### src/design/dual_interval_timer_with_interrupts_assert.svh
// Assertion macros shared by the timer block.
// Both macros sample on clk; DIT_ASSERT expects an active-low reset named rst_n.
`ifndef DUAL_INTERVAL_TIMER_WITH_INTERRUPTS_ASSERT_SVH
`define DUAL_INTERVAL_TIMER_WITH_INTERRUPTS_ASSERT_SVH

`ifndef ASSERT_OFF

// Property checked outside of reset
`define DIT_ASSERT(lbl, prop) \
  lbl: assert property (@(posedge clk) disable iff (!rst_n) prop) \
    else $error("dit assertion failed");

// Property checked on every edge, reset included
`define DIT_ASSERT_ALWAYS(lbl, prop) \
  lbl: assert property (@(posedge clk) prop) \
    else $error("dit assertion failed");

`else

`define DIT_ASSERT(lbl, prop)
`define DIT_ASSERT_ALWAYS(lbl, prop)

`endif

`endif

### src/design/dit_pkg.sv
`timescale 1ns / 1ps
`default_nettype none

package dit_pkg;

  // Request opcodes
  typedef enum logic [1:0] {
    OP_TICK  = 2'd0,
    OP_READ  = 2'd1,
    OP_WRITE = 2'd2
  } op_t;

  // Register map
  localparam logic [3:0] ADDR_TA_LO = 4'h4;
  localparam logic [3:0] ADDR_TA_HI = 4'h5;
  localparam logic [3:0] ADDR_TB_LO = 4'h6;
  localparam logic [3:0] ADDR_TB_HI = 4'h7;
  localparam logic [3:0] ADDR_ICR   = 4'hd;
  localparam logic [3:0] ADDR_CRA   = 4'he;
  localparam logic [3:0] ADDR_CRB   = 4'hf;

  // Control register fields
  localparam int unsigned CTL_START_BIT   = 0;
  localparam int unsigned CTL_ONESHOT_BIT = 3;
  localparam int unsigned CTL_FORCE_BIT   = 4;
  localparam logic [7:0]  CTL_START       = 8'h01;
  localparam logic [7:0]  CTL_FORCE       = 8'h10;
  localparam logic [7:0]  MODE_A_MASK     = 8'h21;
  localparam logic [7:0]  MODE_B_MASK     = 8'h61;
  localparam logic [7:0]  MODE_B_CASC     = 8'h41;
  localparam logic [7:0]  MODE_B_CASC_CNT = 8'h61;

  // Interrupt register fields
  localparam int unsigned INT_REQ_BIT  = 7;
  localparam int unsigned INT_SET_BIT  = 7;
  localparam logic [4:0]  INT_SRC_MASK = 5'h1f;

  localparam logic [15:0] TIMER_RESET = 16'hffff;

  // Commands into one timer
  typedef struct packed {
    logic       step;
    logic       wr_lo;
    logic       wr_hi;
    logic       wr_ctl;
    logic [7:0] data;
  } tmr_cmd_t;

  // Timer status
  typedef struct packed {
    logic [15:0] count;
    logic [7:0]  ctl;
    logic        under;
  } tmr_stat_t;

  // Commands into the interrupt logic
  typedef struct packed {
    logic       ta_under;
    logic       tb_under;
    logic       rd_clr;
    logic       wr_mask;
    logic [7:0] data;
  } irq_cmd_t;

endpackage

`default_nettype wire

### src/design/dual_interval_timer_with_interrupts.sv
`timescale 1ns / 1ps
`default_nettype none
// Two 16-bit interval timers with interrupt logic behind a byte register bus.
// Input channel: in_valid/in_stall carry one request each: a clock tick
// (opcode 0), a register read (1) or a register write (2) with
// in_reg_address and in_write_data. Opcode 3 is a no-op.
// Result channel: out_valid/out_stall return one result per request:
// out_read_data (read byte, zero otherwise) and out_irq_line, the
// interrupt request level after the request.
// Flow: a request is registered at acceptance in the input register, then,
// once the result register is free, executed against the timer state and its
// result registered in the result register, which drives the out_ ports.
// Throughput is one request per cycle while the receiver does not stall.
// When the receiver stalls, the result register holds and the input
// register still takes one more request; beyond that in_stall rises.
// Reset (synchronous, rst_n low) sets counts and latches to 0xffff, clears
// controls, mask, flags and plain storage, and empties both registers.

`include "dual_interval_timer_with_interrupts_assert.svh"

module dual_interval_timer_with_interrupts (
  input  wire logic       clk,
  input  wire logic       rst_n,
  input  wire logic       in_valid,
  output logic            in_stall,
  input  wire logic [1:0] in_opcode,
  input  wire logic [3:0] in_reg_address,
  input  wire logic [7:0] in_write_data,
  output logic            out_valid,
  input  wire logic       out_stall,
  output logic [7:0]      out_read_data,
  output logic            out_irq_line
);

  // Input register
  logic       s1_valid_r;
  logic [1:0] s1_op_r;
  logic [3:0] s1_addr_r;
  logic [7:0] s1_data_r;

  // Result register
  logic       out_valid_r;
  logic [7:0] out_read_data_r;
  logic       out_irq_line_r;

  logic [7:0] plain_r [16];

  logic adv;
  logic in_take;
  logic is_tick, is_read, is_write;

  dit_pkg::tmr_cmd_t  cmd_a, cmd_b;
  dit_pkg::tmr_stat_t stat_a, stat_b;
  dit_pkg::irq_cmd_t  cmd_irq;
  logic [7:0]         icr_data;
  logic               irq_nxt;
  logic [7:0]         mode_b;
  logic [7:0]         rd_byte;

  // Handshake
  assign adv      = s1_valid_r && (!out_valid_r || !out_stall);
  assign in_stall = s1_valid_r && !adv;
  assign in_take  = in_valid && !in_stall;

  always_ff @(posedge clk) begin
    if (!rst_n) begin
      s1_valid_r <= 1'b0;
    end else if (in_take) begin
      s1_valid_r <= 1'b1;
    end else if (adv) begin
      s1_valid_r <= 1'b0;
    end
  end

  always_ff @(posedge clk) begin
    if (in_take) begin
      s1_op_r   <= in_opcode;
      s1_addr_r <= in_reg_address;
      s1_data_r <= in_write_data;
    end
  end

  // Request decode
  assign is_tick  = adv && (s1_op_r == dit_pkg::OP_TICK);
  assign is_read  = adv && (s1_op_r == dit_pkg::OP_READ);
  assign is_write = adv && (s1_op_r == dit_pkg::OP_WRITE);

  // Timer A counts ticks unless in pin-edge mode
  always_comb begin
    cmd_a.step   = is_tick && ((stat_a.ctl & dit_pkg::MODE_A_MASK) == dit_pkg::CTL_START);
    cmd_a.wr_lo  = is_write && (s1_addr_r == dit_pkg::ADDR_TA_LO);
    cmd_a.wr_hi  = is_write && (s1_addr_r == dit_pkg::ADDR_TA_HI);
    cmd_a.wr_ctl = is_write && (s1_addr_r == dit_pkg::ADDR_CRA);
    cmd_a.data   = s1_data_r;
  end

  // Timer B counts ticks or timer A underflows of the same tick
  assign mode_b = stat_b.ctl & dit_pkg::MODE_B_MASK;

  always_comb begin
    cmd_b.step   = is_tick && ((mode_b == dit_pkg::CTL_START) ||
                   (((mode_b == dit_pkg::MODE_B_CASC) ||
                     (mode_b == dit_pkg::MODE_B_CASC_CNT)) && stat_a.under));
    cmd_b.wr_lo  = is_write && (s1_addr_r == dit_pkg::ADDR_TB_LO);
    cmd_b.wr_hi  = is_write && (s1_addr_r == dit_pkg::ADDR_TB_HI);
    cmd_b.wr_ctl = is_write && (s1_addr_r == dit_pkg::ADDR_CRB);
    cmd_b.data   = s1_data_r;
  end

  dit_timer u_timer_a (
    .clk  (clk),
    .rst_n(rst_n),
    .cmd  (cmd_a),
    .stat (stat_a)
  );

  dit_timer u_timer_b (
    .clk  (clk),
    .rst_n(rst_n),
    .cmd  (cmd_b),
    .stat (stat_b)
  );

  // Interrupt flags and mask
  always_comb begin
    cmd_irq.ta_under = stat_a.under;
    cmd_irq.tb_under = stat_b.under;
    cmd_irq.rd_clr   = is_read && (s1_addr_r == dit_pkg::ADDR_ICR);
    cmd_irq.wr_mask  = is_write && (s1_addr_r == dit_pkg::ADDR_ICR);
    cmd_irq.data     = s1_data_r;
  end

  dit_irq u_irq (
    .clk     (clk),
    .rst_n   (rst_n),
    .cmd     (cmd_irq),
    .icr_data(icr_data),
    .irq_nxt (irq_nxt)
  );

  // Plain storage takes every written byte
  always_ff @(posedge clk) begin
    if (!rst_n) begin
      for (int i = 0; i < 16; i++) begin
        plain_r[i] <= 8'h00;
      end
    end else if (is_write) begin
      plain_r[s1_addr_r] <= s1_data_r;
    end
  end

  // Read mux
  always_comb begin
    case (s1_addr_r)
      dit_pkg::ADDR_TA_LO: rd_byte = stat_a.count[7:0];
      dit_pkg::ADDR_TA_HI: rd_byte = stat_a.count[15:8];
      dit_pkg::ADDR_TB_LO: rd_byte = stat_b.count[7:0];
      dit_pkg::ADDR_TB_HI: rd_byte = stat_b.count[15:8];
      dit_pkg::ADDR_ICR:   rd_byte = icr_data;
      dit_pkg::ADDR_CRA:   rd_byte = stat_a.ctl;
      dit_pkg::ADDR_CRB:   rd_byte = stat_b.ctl;
      default:             rd_byte = plain_r[s1_addr_r];
    endcase
  end

  // Result register
  always_ff @(posedge clk) begin
    if (!rst_n) begin
      out_valid_r <= 1'b0;
    end else if (adv) begin
      out_valid_r <= 1'b1;
    end else if (!out_stall) begin
      out_valid_r <= 1'b0;
    end
  end

  always_ff @(posedge clk) begin
    if (adv) begin
      out_read_data_r <= is_read ? rd_byte : 8'h00;
      out_irq_line_r  <= irq_nxt;
    end
  end

  assign out_valid     = out_valid_r;
  assign out_read_data = out_read_data_r;
  assign out_irq_line  = out_irq_line_r;

  // Checks
  `DIT_ASSERT(a_stall_holds_s1, (s1_valid_r && !adv) |=> s1_valid_r)
  `DIT_ASSERT(a_nonread_zero, (adv && (s1_op_r != dit_pkg::OP_READ)) |=> (out_read_data == 8'h00))
  `DIT_ASSERT(a_icr_read_clears, cmd_irq.rd_clr |=> !out_irq_line)
  `DIT_ASSERT_ALWAYS(a_stall_needs_item, in_stall |-> s1_valid_r)

endmodule

`default_nettype wire

### src/design/dit_timer.sv
`timescale 1ns / 1ps
`default_nettype none

module dit_timer (
  input  wire logic              clk,
  input  wire logic              rst_n,
  input  wire dit_pkg::tmr_cmd_t cmd,
  output dit_pkg::tmr_stat_t     stat
);

  logic [15:0] count_r, count_nxt;
  logic [15:0] latch_r, latch_nxt;
  logic [7:0]  ctl_r, ctl_nxt;
  logic        under;

  // Count, reload latch and control update; one request can change more than one of them
  always_comb begin
    count_nxt = count_r;
    latch_nxt = latch_r;
    ctl_nxt   = ctl_r;
    under     = 1'b0;
    if (cmd.step) begin
      if (count_r != 16'd0) begin
        count_nxt = count_r - 16'd1;
      end else begin
        under     = 1'b1;
        count_nxt = latch_r;
        if (ctl_r[dit_pkg::CTL_ONESHOT_BIT]) begin
          ctl_nxt[dit_pkg::CTL_START_BIT] = 1'b0;
        end
      end
    end
    if (cmd.wr_lo) begin
      latch_nxt[7:0] = cmd.data;
    end
    if (cmd.wr_hi) begin
      latch_nxt[15:8] = cmd.data;
      // stopped timer loads the new period at once
      if (!ctl_r[dit_pkg::CTL_START_BIT]) begin
        count_nxt = {cmd.data, latch_r[7:0]};
      end
    end
    if (cmd.wr_ctl) begin
      ctl_nxt = cmd.data & ~dit_pkg::CTL_FORCE;
      if (cmd.data[dit_pkg::CTL_FORCE_BIT]) begin
        count_nxt = latch_r;
      end
    end
  end

  always_ff @(posedge clk) begin
    if (!rst_n) begin
      count_r <= dit_pkg::TIMER_RESET;
      latch_r <= dit_pkg::TIMER_RESET;
      ctl_r   <= 8'h00;
    end else begin
      count_r <= count_nxt;
      latch_r <= latch_nxt;
      ctl_r   <= ctl_nxt;
    end
  end

  assign stat.count = count_r;
  assign stat.ctl   = ctl_r;
  assign stat.under = under;

endmodule

`default_nettype wire

### src/design/dit_irq.sv
`timescale 1ns / 1ps
`default_nettype none

module dit_irq (
  input  wire logic              clk,
  input  wire logic              rst_n,
  input  wire dit_pkg::irq_cmd_t cmd,
  output logic [7:0]             icr_data,
  output logic                   irq_nxt
);

  logic [4:0] mask_r, mask_nxt;
  logic [7:0] data_r, data_nxt;
  logic       check;

  // Latch sources, update mask, raise request when a set source is enabled
  always_comb begin
    mask_nxt = mask_r;
    data_nxt = data_r | {6'b0, cmd.tb_under, cmd.ta_under};
    check    = cmd.ta_under | cmd.tb_under;
    if (cmd.wr_mask) begin
      if (cmd.data[dit_pkg::INT_SET_BIT]) begin
        mask_nxt = mask_r | cmd.data[4:0];
      end else begin
        mask_nxt = mask_r & ~cmd.data[4:0];
      end
      check = (data_r != 8'h00);
    end
    if (check && ((mask_nxt & data_nxt[4:0] & dit_pkg::INT_SRC_MASK) != 5'd0)) begin
      data_nxt[dit_pkg::INT_REQ_BIT] = 1'b1;
    end
    // reading the register clears every flag
    if (cmd.rd_clr) begin
      data_nxt = 8'h00;
    end
  end

  always_ff @(posedge clk) begin
    if (!rst_n) begin
      mask_r <= 5'd0;
      data_r <= 8'h00;
    end else begin
      mask_r <= mask_nxt;
      data_r <= data_nxt;
    end
  end

  assign icr_data = data_r;
  assign irq_nxt  = data_nxt[dit_pkg::INT_REQ_BIT];

endmodule

`default_nettype wire

### config.mk
export PLATFORM = sky130hd
export DESIGN_NAME = dual_interval_timer_with_interrupts
export DESIGN_NICKNAME = d
export VERILOG_FILES = /design/src/design/dit_pkg.sv /design/src/design/dual_interval_timer_with_interrupts.sv /design/src/design/dit_timer.sv /design/src/design/dit_irq.sv
export VERILOG_INCLUDE_DIRS = /design/src /design/src/design
export SDC_FILE = /design/constraint.sdc
export NUM_CORES = 1
export LEC_CHECK = 0
export BUFFER_PORTS_ARGS = -buffer_cell sky130_fd_sc_hd__buf_2
export CAP_MARGIN = 30
export CORE_MARGIN = 4
export CORE_UTILIZATION = 40
export DETAILED_ROUTE_END_ITERATION = 8
export PLACE_DENSITY = 0.56
export SYNTH_ARGS = -nofsm -noshare
export SYNTH_HDL_FRONTEND = slang
export SYNTH_SLANG_ARGS = --single-unit
### constraint.sdc
create_clock -name clk -period 6.1 [get_ports clk]
set_input_delay 0.305 -clock clk [delete_from_list [all_inputs] [get_ports clk]]
set_output_delay 0.305 -clock clk [all_outputs]
set_load 0.02 [all_outputs]
==> impl_results.md, run 1 <==
* Layout area overhead at 13.18%
* Clock share of power at 44.1%
* Syn_area_per_cell at 11.36 sq um
* IO Port Bufs at 28
* Worst path cell trace: nor2b_1, and3_1, nand2_1, or3_1, o21ai_0
* Post-synth EDFFs at 151
* Ports at 29
* Post-CTS Setup Inserts at 0
* Initial antenna violation count at 1
* Crit. End Element: register
* Site Rows at 61
* Max Cap Viol at 0
* DP Wirelength at 24.30 mm
* Sw Ratio at 23.55%
* WL final at 36.69 mm
* Count of pins over their slew limit at 0
* Core area at 0.02816 sq mm
* Min-delay src: out_stall
* CTS Buf Count at 27
* Min-delay worst type: input pin to register
* Tcrit/Tclk final at 61.66%
* Die Wd at 178.0 um
* Final hold violation count at 0
* Synth Instances at 1,017
* Maximum vdd drop at 0.1803 mV
* Final setup viols at 0
* Commonest non-fill, non-tap cells in the layout: edfxtp_1, dfxtp_1, nand2_1
* GRT Resource Usage Total at 23.20%
* FF-to-FF path depth at 5
* Outcome: finished, final reports clean
* Critical Path Fanout Max at 15
* Critical Path Source Type: register
* F_max at 265.9 MHz
* ANT nets after route at 0
* Cell Area, Synth at 0.01156 sq mm
* Worst min-delay path endpoint: out_valid
* Leak Pwr at 4.706 nW
* Final setup skew at 21.81 ps
* Effective utilization at floorplan at 41.03%
* DR DRC count at 0
* Hold Worst Slack at 33.65 ps
* Vias in the first global route at 8,390
* GPL Wtd Cong at 0.8963
* Reg2Reg Setup Slack at 2340 ps
* Worst r2r src: s1_op_r[0]
* Routed vias/inst at 6.067
* Syn. warnings at 0
* Pre-antenna DRT Iters at 6
* Clock buffer depth at 3
* TritonCTS clock tree: built
* Layout cells sized above 1 at 16.29%
* Type of the worst setup path: register to register
* R2r endpoint: plain_r[2][5]
* Worst Path Arrival at 3900 ps
* Largest net degree at the start of global routing at 51
* Net Count, Synth at 1,039
* Hold path cells at 3
* Setup TNS at 0 ps
* Relative slew slack at 21.54%
* Routed wire per std cell at 25.48 um
* Overall Power at 0.003690 W
* Via count of the routed design at 8,737
* GR Overflow Total at 0
* Post-synthesis register bit count at 240
* Largest stage delay on the critical path at 900 ps
* Initial DRC Count at 1,075
* Most common cell after layout, fill and taps aside: edfxtp_1
* Dominant synthesized flop cell: edfxtp_1
* Clock Sinks at 240
* Int Pwr at 0.002821 W
* Worst-skew pair later-pin latency at 540 ps
* Required @ worst endpoint at 6240 ps
* Worst path slowest cell: o21ai_0
* Htree depth at 1
* Die area at 0.03167 sq mm
* Root Buffer: clkbuf_16
* Yosys cell types at 81
* Cell Pwr Density at 282.1 mW/mm^2
* RSZ-0062 raised after global routing: no
* Global-route wire length before repair at 55.01 mm
* Die Span Y at 178.0 um
* Sequential share of the synthesized area at 54.66%
* Worst slew pin tran at 1166 ps
* Final Critical Period at 3761 ps
* Ant diodes at 0
* Sw power at 0.0008689 W
* FFs w/ async S/R, synth at 0%
* Clock slew at reported path FFs at 60 ps
* Comb power frac at 7.1%
* Final #Nets at 1,064
* Sequential power share at 48.8%
==> area by class of cell <==
| type | count | area [sq um] |
|---|---|---|
| clock buffers | 31 | 710.7 |
| inverters | 20 | 75.07 |
| multi-input cells | 682 | 4837 |
| well taps | 378 | 473.0 |
| clock inverters | 18 | 175.2 |
| fillers | 2567 | 15080 |
| repair buffers | 71 | 490.5 |
| flip-flops and latches | 240 | 6317 |
==> power groups by stage <==
stage / Clock, W / Combinational, W / Sequential [W]
floorplan: 0 / 0.000161 / 0.00182
global placement: 0 / 0.000252 / 0.00183
detailed placement: 0 / 0.000252 / 0.00183
CTS: 0.00165 / 0.000261 / 0.00180
global route: 0.00172 / 0.000277 / 0.00180
finish: 0.00163 / 0.000263 / 0.00180
==> worst max-delay path, delay by kind of cell, from the launching register on <==
kind	cells	cell delay [ps]
AO/OA/AOI/OAI	1	900
flip-flops	1	400
AND/OR/NAND/NOR	4	2060
==> Yosys cell counts, types with 3 or more instances <==
library cell | n | area, sq um
a211oi_1 | 9 | 67.56
a21o_1 | 6 | 45.04
a21oi_1 | 49 | 245.2
a221oi_1 | 5 | 43.79
a222oi_1 | 3 | 30.03
a22oi_1 | 8 | 60.06
a31o_2 | 3 | 26.28
a31oi_1 | 11 | 68.82
and2_1 | 64 | 400.4
and3_1 | 43 | 269.0
buf_1 | 4 | 15.01
buf_2 | 7 | 35.03
buf_6 | 3 | 33.78
clkbuf_1 | 58 | 217.7
dfxtp_1 | 89 | 1782
edfxtp_1 | 151 | 4534
ha_1 | 4 | 50.05
inv_1 | 18 | 67.56
mux2_2 | 5 | 56.30
mux2i_1 | 11 | 110.1
mux4_2 | 38 | 855.8
nand2_1 | 76 | 285.3
nand2b_1 | 12 | 75.07
nand3_1 | 12 | 60.06
nand3b_1 | 3 | 22.52
nor2_1 | 68 | 255.2
nor2b_1 | 7 | 43.79
nor3_1 | 50 | 250.2
nor3b_1 | 4 | 30.03
nor4_1 | 19 | 118.9
o2111ai_1 | 4 | 35.03
o211ai_1 | 16 | 120.1
o21a_1 | 4 | 30.03
o21ai_0 | 34 | 170.2
o21ai_1 | 4 | 20.02
o22a_1 | 26 | 227.7
o22ai_1 | 6 | 37.54
or3_1 | 11 | 68.82
or3_2 | 3 | 22.52
or4_1 | 3 | 22.52
xnor2_1 | 6 | 52.55
==> cells by family after synthesis <==
| logic type | after synthesis | share of synthesized area (%) |
|---|---|---|
| AND/OR/NAND/NOR | 393 | 18.30 |
| flip-flops | 240 | 54.66 |
| AO/OA/AOI/OAI | 223 | 13.58 |
| buffers and inverters | 95 | 3.584 |
| multiplexers | 54 | 8.846 |
| XOR/XNOR | 8 | 0.6063 |
| adder cells (fa/ha/maj) | 4 | 0.4331 |
==> registers in the layout (all words and copies together), names as in the netlist, 3 cells and up, named ones only <==
name,count
u_irq.icr_data,3
u_timer_b.latch_r,16
s1_addr_r,4
u_timer_b.ctl_r,7
out_read_data,8
s1_data_r,8
u_timer_a.latch_r,16
u_timer_a.count_r,16
u_timer_b.count_r,16
u_timer_a.ctl_r,7
plain_r,128
==> stage by stage <==
| step | util [%] | instances | cell area, sq um | setup WS, ps |
|---|---|---|---|---|
| 2_1_floorplan | - | 1017 | 11560 | 3335 |
| 3_3_place_gp | 42.66 | 1371 | 12020 | 2604 |
| 3_5_place_dp | 42.69 | 1372 | 12020 | 2340 |
| 4_1_cts | 46.37 | 1436 | 13060 | 2343 |
| 5_1_grt | 46.44 | 1440 | 13080 | 2068 |
| 6_report | 46.44 | 1440 | 13080 | 2339 |
==> routing by layer <==
metal,track usage (%),vias up,share of wire (%)
li1,-,3932,-
met1,33.81,4306,44
met2,35.27,427,45
met3,4.536,70,8.8
met4,6.864,2,2.6
met5,0,-,0.035
==> what timing repair did <==
action / in CTS / in global routing
gates resized for setup: 0 / 0
endpoints found under the hold margin: 18 / 0
hold buffers: 15 / 0
endpoints found under the setup margin: 0 / 0
==> worst max-delay path by stage <==
stage / depth (start not counted) / endpoint / from
after CTS: 5 / plain_r[9][2] / s1_op_r[0]
after global routing: 5 / plain_r[11][7] / s1_op_r[0]
after floorplan: 9 / plain_r[3][0] / s1_op_r[0]
final: 5 / plain_r[2][5] / s1_op_r[0]
after global placement: 5 / plain_r[3][5] / s1_op_r[0]
after detailed placement: 5 / plain_r[1][4] / s1_op_r[0]
Power figures use the tool's default switching activity.
==> inputs of run 2 (changes only) <==
--- a/config.mk
+++ b/config.mk
@@ -6,6 +6,7 @@
 export SDC_FILE = /design/constraint.sdc
 export NUM_CORES = 1
 export LEC_CHECK = 0
+export ABC_AREA = 1
 export BUFFER_PORTS_ARGS = -buffer_cell sky130_fd_sc_hd__buf_2
 export CAP_MARGIN = 30
 export CORE_MARGIN = 4
==> constraint.sdc (replaced) <==
create_clock -name clk -period 3.8 [get_ports clk]
set_input_delay 0.19 -clock clk [delete_from_list [all_inputs] [get_ports clk]]
set_output_delay 0.19 -clock clk [all_outputs]
set_load 0.02 [all_outputs]
==> run 2 against run 1 <==
Against the previous run: clock-buffer cell count increased by 15; setup slack got worse by 1100 ps; final cell count up 22%; largest cell class unchanged; critical endpoint is now plain_r[0][5].
==> impl_results.md, run 2 <==
* DR DRC count at 0 (unchanged)
* Most common library cells after synthesis: nor2_1, nand2_1, edfxtp_1, o21ai_0, inv_1
* Synth Instances at 1,318 (+30%)
* Ant diodes at 0 (unchanged)
* Critical Path Fanout Max at 9 (-6)
* Worst-skew pair later-pin latency at 560 ps (+20 ps)
* Effective utilization at floorplan at 40.87% (-0.16 points)
* Initial DRC Count at 1,029 (-4.3%)
* Sequential share of the synthesized area at 55.32% (+0.66 points)
* TritonCTS clock tree: built
* Die Wd at 176.9 um (-0.58%)
* Worst path slowest cell: nand2_1
* Final setup skew at 24.05 ps (+2.239 ps)
* Die Span Y at 176.9 um (-0.58%)
* Post-synth top area share at 39.72% (+0.48 points)
* Sw power at 0.001468 W (+69%)
* ANT nets after route at 0 (unchanged)
* Top-count cell post-synth: nor2_1
* Outcome: finished, final reports clean
* Worst Path Arrival at 2770 ps (-1130 ps)
* Pre-antenna DRT Iters at 5 (-1)
* FFs w/ async S/R, synth at 0% (unchanged)
* Global-route wire length before repair at 53.78 mm (-2.2%)
* Die area at 0.03131 sq mm (-1.1%)
* Initial antenna violation count at 0 (-1)
* Layout area overhead at 14.94%
* Clock buffer depth at 3 (unchanged)
* Largest net degree at the start of global routing at 65 (+27%)
* Crit. End Element: register
* Critical Path Source Type: register
* Routed vias/inst at 5.407 (-11%)
* Top cells by area, synth: edfxtp_1, dfxtp_1, nor2_1, o21ai_0, nand2_1
* Setup TNS at 0 ps (unchanged)
* Dominant synthesized flop cell: edfxtp_1
* GPL Wtd Cong at 0.9385 (+4.7%)
* Clock Sinks at 240 (unchanged)
* CTS Buf Count at 28 (+3.7%)
* IO Port Bufs at 28 (unchanged)
* Overall Power at 0.006112 W (+66%)
* Int Pwr at 0.004643 W (+65%)
* CP top delay family: simple AND/OR/NAND/NOR gates
* Post-CTS Setup Inserts at 0 (unchanged)
* GRT Resource Usage Total at 22.32% (-0.88 points)
* Final setup viols at 0 (unchanged)
* Reg with most FFs: plain_r
* Min-delay worst type: input pin to register
* Syn_area_per_cell at 8.663 sq um (-24%)
* Maximum vdd drop at 0.3427 mV (+90%)
* Yosys cell types at 45 (-44%)
* Cell Area, Synth at 0.01142 sq mm (-1.2%)
* Type of the worst setup path: register to register
* Final #Nets at 1,380 (+30%)
* Final hold violation count at 0 (unchanged)
* Vias in the first global route at 9,000 (+7.3%)
* Worst path cell trace: nand2_1, nand2_1, nor2_2, inv_2, nor2_1, inv_1, nor3_4, nand2_2, nand2_1
* Site Rows at 61 (unchanged)
* Htree depth at 1 (unchanged)
* Required @ worst endpoint at 4020 ps (-2220 ps)
* Ports at 29 (unchanged)
* RSZ-0062 raised after global routing: no
* Crit path buf inv count at 2 (+2)
* Routed wire per std cell at 19.97 um (-22%)
* WL final at 35.11 mm (-4.3%)
* Layout Cells excl Fill at 1,758 (+22%)
* Max reg flops at 128 (unchanged)
* Tcrit/Tclk final at 67.01% (+5.4 points)
* Core area at 0.02793 sq mm (-0.81%)
* Root Buffer: clkbuf_16
* DP Wirelength at 24.08 mm (-0.90%)
* Biggest area consumer among synthesized cells: edfxtp_1
* Post-synth EDFFs at 151 (unchanged)
* FILL cells at 2,769 (+7.9%)
* Leak Pwr at 5.360 nW (+14%)
* F_max at 392.7 MHz (+48%)
* Most common cell after layout, fill and taps aside: nor2_1
* Layout cells sized above 1 at 11.59% (-4.7 points)
* Largest stage delay on the critical path at 330 ps (-570 ps)
* Syn. warnings at 0 (unchanged)
* Max Cap Viol at 0 (unchanged)
* Count of pins over their slew limit at 0 (unchanged)
* Relative slew slack at 38.98% (+17 points)
* Net Count, Synth at 1,340 (+29%)
* Sequential power share at 47.1% (-1.7 points)
* Via count of the routed design at 9,505 (+8.8%)
* Most used cell along the critical path: nand2_1
* Sw Ratio at 24.02% (+0.48 points)
* Final Critical Period at 2547 ps (-1215 ps)
* Clock slew at reported path FFs at 60 ps (about the same)
* Post-synthesis register bit count at 240 (unchanged)
* Clock share of power at 45.4% (+1.3 points)
* Placed Cells at 1,690 (+23%)
* Commonest non-fill, non-tap cells in the layout: nor2_1, nand2_1, edfxtp_1
* Cell Pwr Density at 465.7 mW/mm^2 (+65%)
* Worst slew pin tran at 914.2 ps (-251.9 ps)
* GR Overflow Total at 0 (unchanged)
* Comb power frac at 7.5% (+0.4 points)
run 2: worst reg2reg max path, delay by kind of cell, from the launching register on:
kind	cells	cell delay [ps]
flops	1	310
buf+inv	2	360
simple gates	7	1540
run 2: metal layers:
metal / track usage (%) / part of all wire (%)
met5: 0 / 0
met4: 5.996 / 2.6
met3: 3.375 / 7.4
met2: 33.76 / 44
met1: 33.52 / 46
run 2: power by group through the flow:
stage	combinational (W)	sequential, W	clock, W
final	0.000460	0.00288	0.00277
after global routing	0.000498	0.00288	0.00293
after CTS	0.000457	0.00288	0.00281
after detailed placement	0.000444	0.00293	0
after global placement	0.000437	0.00293	0
after floorplan	0.000261	0.00292	0
run 2: worst paths after layout:
path,cells after the start,end,startpoint,slack (ps)
worst max register to register,9,plain_r[0][5],out_valid,1250
worst max-delay path,9,plain_r[0][5],out_valid,1250
worst min register to register,2,u_timer_a.ctl_r[1],u_timer_a.ctl_r[1],470
worst min-delay path,3,u_irq.mask_r[1],rst_n,140
run 2: final cells by class:
cell class,instances,area [sq um],share of cell area [%]
repair buffers,65,498.0,3.795
flip-flops and latches,240,6317,48.14
multi-input cells,875,4304,32.80
well taps,378,473.0,3.604
clock buffers,46,900.9,6.865
inverters,148,563.0,4.291
clock inverters,6,66.31,0.5053
run 2: stage by stage:
step / area (sq um) / utilization (%) / setup WS (ps) / hold slack [ps]
final: 13120 / 46.98 / 1253 / 144.3
after global routing: 13120 / 46.98 / 999.8 / 172.1
after CTS: 13120 / 46.98 / 1274 / 134.3
after detailed placement: 12000 / 42.94 / 1275 / 368.6
after global placement: 11940 / 42.74 / 1338 / 366.1
after floorplan: 11420 / - / 1731 / 288.9
run 2: kinds of logic after synthesis:
family,after synthesis,synth area share (%)
AOI/OAI and AO/OA,290,14.97
xor gates and xnor gates,13,0.9973
adders and majority gates,4,0.4384
buffers and inverters,203,6.981
DFF,240,55.32
and+or+nand+nor,568,21.29
run 2: repair_timing:
item                      4_1_cts  5_1_grt
hold endpoints to repair       20        0
hold buffers                   16        0
gates resized for setup         0        0
==> inputs of run 3 (changes only) <==
--- a/config.mk
+++ b/config.mk
@@ -12,7 +12,7 @@
 export CORE_MARGIN = 4
 export CORE_UTILIZATION = 40
 export DETAILED_ROUTE_END_ITERATION = 8
-export PLACE_DENSITY = 0.56
+export PLACE_DENSITY = 0.58
 export SYNTH_ARGS = -nofsm -noshare
 export SYNTH_HDL_FRONTEND = slang
 export SYNTH_SLANG_ARGS = --single-unit
==> constraint.sdc (replaced) <==
create_clock -name clk -period 2.1 [get_ports clk]
set_input_delay 0.105 -clock clk [delete_from_list [all_inputs] [get_ports clk]]
set_output_delay 0.105 -clock clk [all_outputs]
set_load 0.02 [all_outputs]
==> run 3 against run 2 <==
Against the previous run: fmax rose by 29%; design area rose by 3.1%; critical path depth rose by 2; via count rose by 0.66%; hold slack improved by 5.4 ps; non-clock buffer count rose by 58; clock skew fell by 4.8 ps; critical path type unchanged; sequential share of layout area fell by 1.4 points; sequential power rose by 81%; flip-flop and latch count did not move; largest cell class unchanged; total power rose by 71%.
==> impl_results.md, run 3 (same netlist as run 2, synthesis figures left out) <==
* Outcome: finished, final reports clean
* Largest net degree at the start of global routing at 65 (unchanged)
* Effective utilization at floorplan at 40.87% (unchanged)
* Worst r2r src: out_valid
* Initial DRC Count at 912 (-11%)
* Via count of the routed design at 9,568 (+0.66%)
* Critical Path Fanout Max at 8 (-1)
* Reg with most FFs: plain_r
* Most common cell after layout, fill and taps aside: nor2_1
* DP Wirelength at 24.11 mm (+0.11%)
* Worst min-delay path endpoint: u_timer_b.count_r[13]
* Hold path cells at 3 (unchanged)
* Ant diodes at 0 (unchanged)
* Clock slew at reported path FFs at 60 ps (about the same)
* Reg2Reg Setup Slack at 120 ps (-1130 ps)
* Layout area overhead at 18.49%
* Tcrit/Tclk final at 94.07% (+27 points)
* Final #Nets at 1,437 (+4.1%)
* R2r endpoint: plain_r[6][0]
* Core area at 0.02793 sq mm (unchanged)
* Critical Path Source Type: register
* ANT nets after route at 0 (unchanged)
* Site Rows at 61 (unchanged)
* FF-to-FF path depth at 11 (+2)
* Min setup slack post-route at 124.4 ps (-1129 ps)
* Type of the worst setup path: register to register
* Largest stage delay on the critical path at 310 ps (-20 ps)
* DR DRC count at 0 (unchanged)
* Final setup skew at 19.24 ps (-4.805 ps)
* Final Cell Area at 0.01353 sq mm (+3.1%)
* Setup TNS at 0 ps (unchanged)
* TritonCTS clock tree: built
* Leak Pwr at 5.583 nW (+4.1%)
* Worst slew pin tran at 562.3 ps (-351.9 ps)
* Required @ worst endpoint at 2340 ps (-1680 ps)
* Routed wire per std cell at 19.02 um (-4.8%)
* CTS Buf Count at 27 (-3.6%)
* Crit. End Element: register
* Relative slew slack at 62.42% (+23 points)
* Ports at 29 (unchanged)
* Initial antenna violation count at 0 (unchanged)
* Crit path buf inv count at 5 (+3)
* Worst path slowest cell: dfxtp_1
* Routed vias/inst at 5.275 (-2.4%)
* Global-route wire length before repair at 53.65 mm (-0.24%)
* Critical path origin: out_valid
* Final setup viols at 0 (unchanged)
* Commonest non-fill, non-tap cells in the layout: nor2_1, nand2_1, edfxtp_1
* Maximum vdd drop at 0.5150 mV (+50%)
* Die area at 0.03131 sq mm (unchanged)
* Worst-skew pair later-pin latency at 540 ps (-20 ps)
* Register Area at 0.006317 sq mm (unchanged)
* Clock buffer depth at 3 (unchanged)
* Clock Sinks at 240 (unchanged)
* Min-delay worst type: input pin to register
* Count of pins over their slew limit at 0 (unchanged)
* GR Overflow Total at 0 (unchanged)
* Die Wd at 176.9 um (unchanged)
* CP top delay family: simple AND/OR/NAND/NOR gates
* Worst path cell trace: nand2_1, nand2_1, nor2_2, inv_2, nor2_2, inv_2, buf_4, nor2_4, nor2_2, inv_2, buf_12
* FILL cells at 2,721 (-1.7%)
* Place WS at 53.05 ps (-1222 ps)
* Final hold violation count at 0 (unchanged)
* GPL Wtd Cong at 0.9089 (-3.2%)
* Htree depth at 1 (unchanged)
* Max reg flops at 128 (unchanged)
* Worst Path Arrival at 2210 ps (-560 ps)
* GRT Resource Usage Total at 22.01% (-0.32 points)
* Min-delay src: rst_n
* Vias in the first global route at 9,251 (+2.8%)
* Layout cells sized above 1 at 15.60% (+4.0 points)
* RSZ-0062 raised after global routing: yes
* Max Cap Viol at 0 (unchanged)
* Cell Pwr Density at 772.7 mW/mm^2 (+66%)
* Dpl cell area at 0.01246 sq mm (+3.9%)
* Area of the multi-input gates at 0.004379 sq mm (+1.7%)
* IO Port Bufs at 28 (unchanged)
* Overall Power at 0.01045 W (+71%)
* Final Critical Period at 1976 ps (-571.0 ps)
* Die Span Y at 176.9 um (unchanged)
* Pre-antenna DRT Iters at 5 (unchanged)
* F_max at 506.2 MHz (+29%)
* Root Buffer: clkbuf_16
* WL final at 34.51 mm (-1.7%)
[run 3: changes by cell type in the layout (fill, tap and decap cells not counted), moves of 3 or more]
| cell | delta |
|---|---|
| buf_12 | +7 |
| buf_4 | +52 |
| clkbuf_16 | -3 |
| clkbuf_8 | -9 |
| clkinv_1 | +7 |
| nand2_1 | -8 |
| nand2_2 | +6 |
| nor2_1 | -3 |
| nor2_4 | +4 |
[run 3: layer usage]
metal | GRT usage (%) | wire length (um) | share of wire (%) | vias up
met5 | 0 | 0 | 0 | -
met4 | 5.738 | 838 | 2.4 | 0
met3 | 3.824 | 2801 | 8.1 | 53
met2 | 34.50 | 15550 | 45 | 378
met1 | 31.78 | 15320 | 44 | 4487
li1 | - | - | - | 4650
[run 3: where the power goes]
group	switching, W	internal [W]	total (W)
clock	0.00188	0.00248	0.00436
combinational	0.000622	0.000269	0.000891
sequential	0.0000601	0.00514	0.00520
[run 3: worst max-delay path by stage]
stage,endpoint,depth (start not counted),slack (ps)
2_1_floorplan,plain_r[0][0],9,30
3_3_place_gp,u_timer_b.count_r[4],15,80
3_5_place_dp,u_timer_b.count_r[4],15,50
4_1_cts,u_timer_b.count_r[4],15,40
5_1_grt,out_irq_line,12,-8
6_report,plain_r[6][0],11,120
[run 3: what timing repair did]
item	in CTS	in global routing
setup endpoints to repair	0	106
setup buffers	0	2
endpoints found under the hold margin	21	0
gates resized for setup	0	27
hold buffers	16	0
[run 3: area by class of cell]
class | instances | share of cell area, %
flip-flops and latches | 240 | 46.70
multi-input cells | 875 | 32.37
repair buffers | 123 | 7.279
clock buffers | 34 | 5.189
inverters | 148 | 4.199
well taps | 378 | 3.496
clock inverters | 16 | 0.7677
[run 3: per-stage QoR]
step,utilization [%],hold WS (ps),cells
2_1_floorplan,-,203.9,1318
3_3_place_gp,44.62,282.2,1746
3_5_place_dp,44.62,283.5,1746
4_1_cts,48.07,115.9,1812
5_1_grt,48.43,154.8,1814
6_report,48.43,149.7,1814
[run 3: tightest hold or removal path, stage by stage]
cell and delay [ps]:
buf_2 110, buf_4 290, nand3_1 140
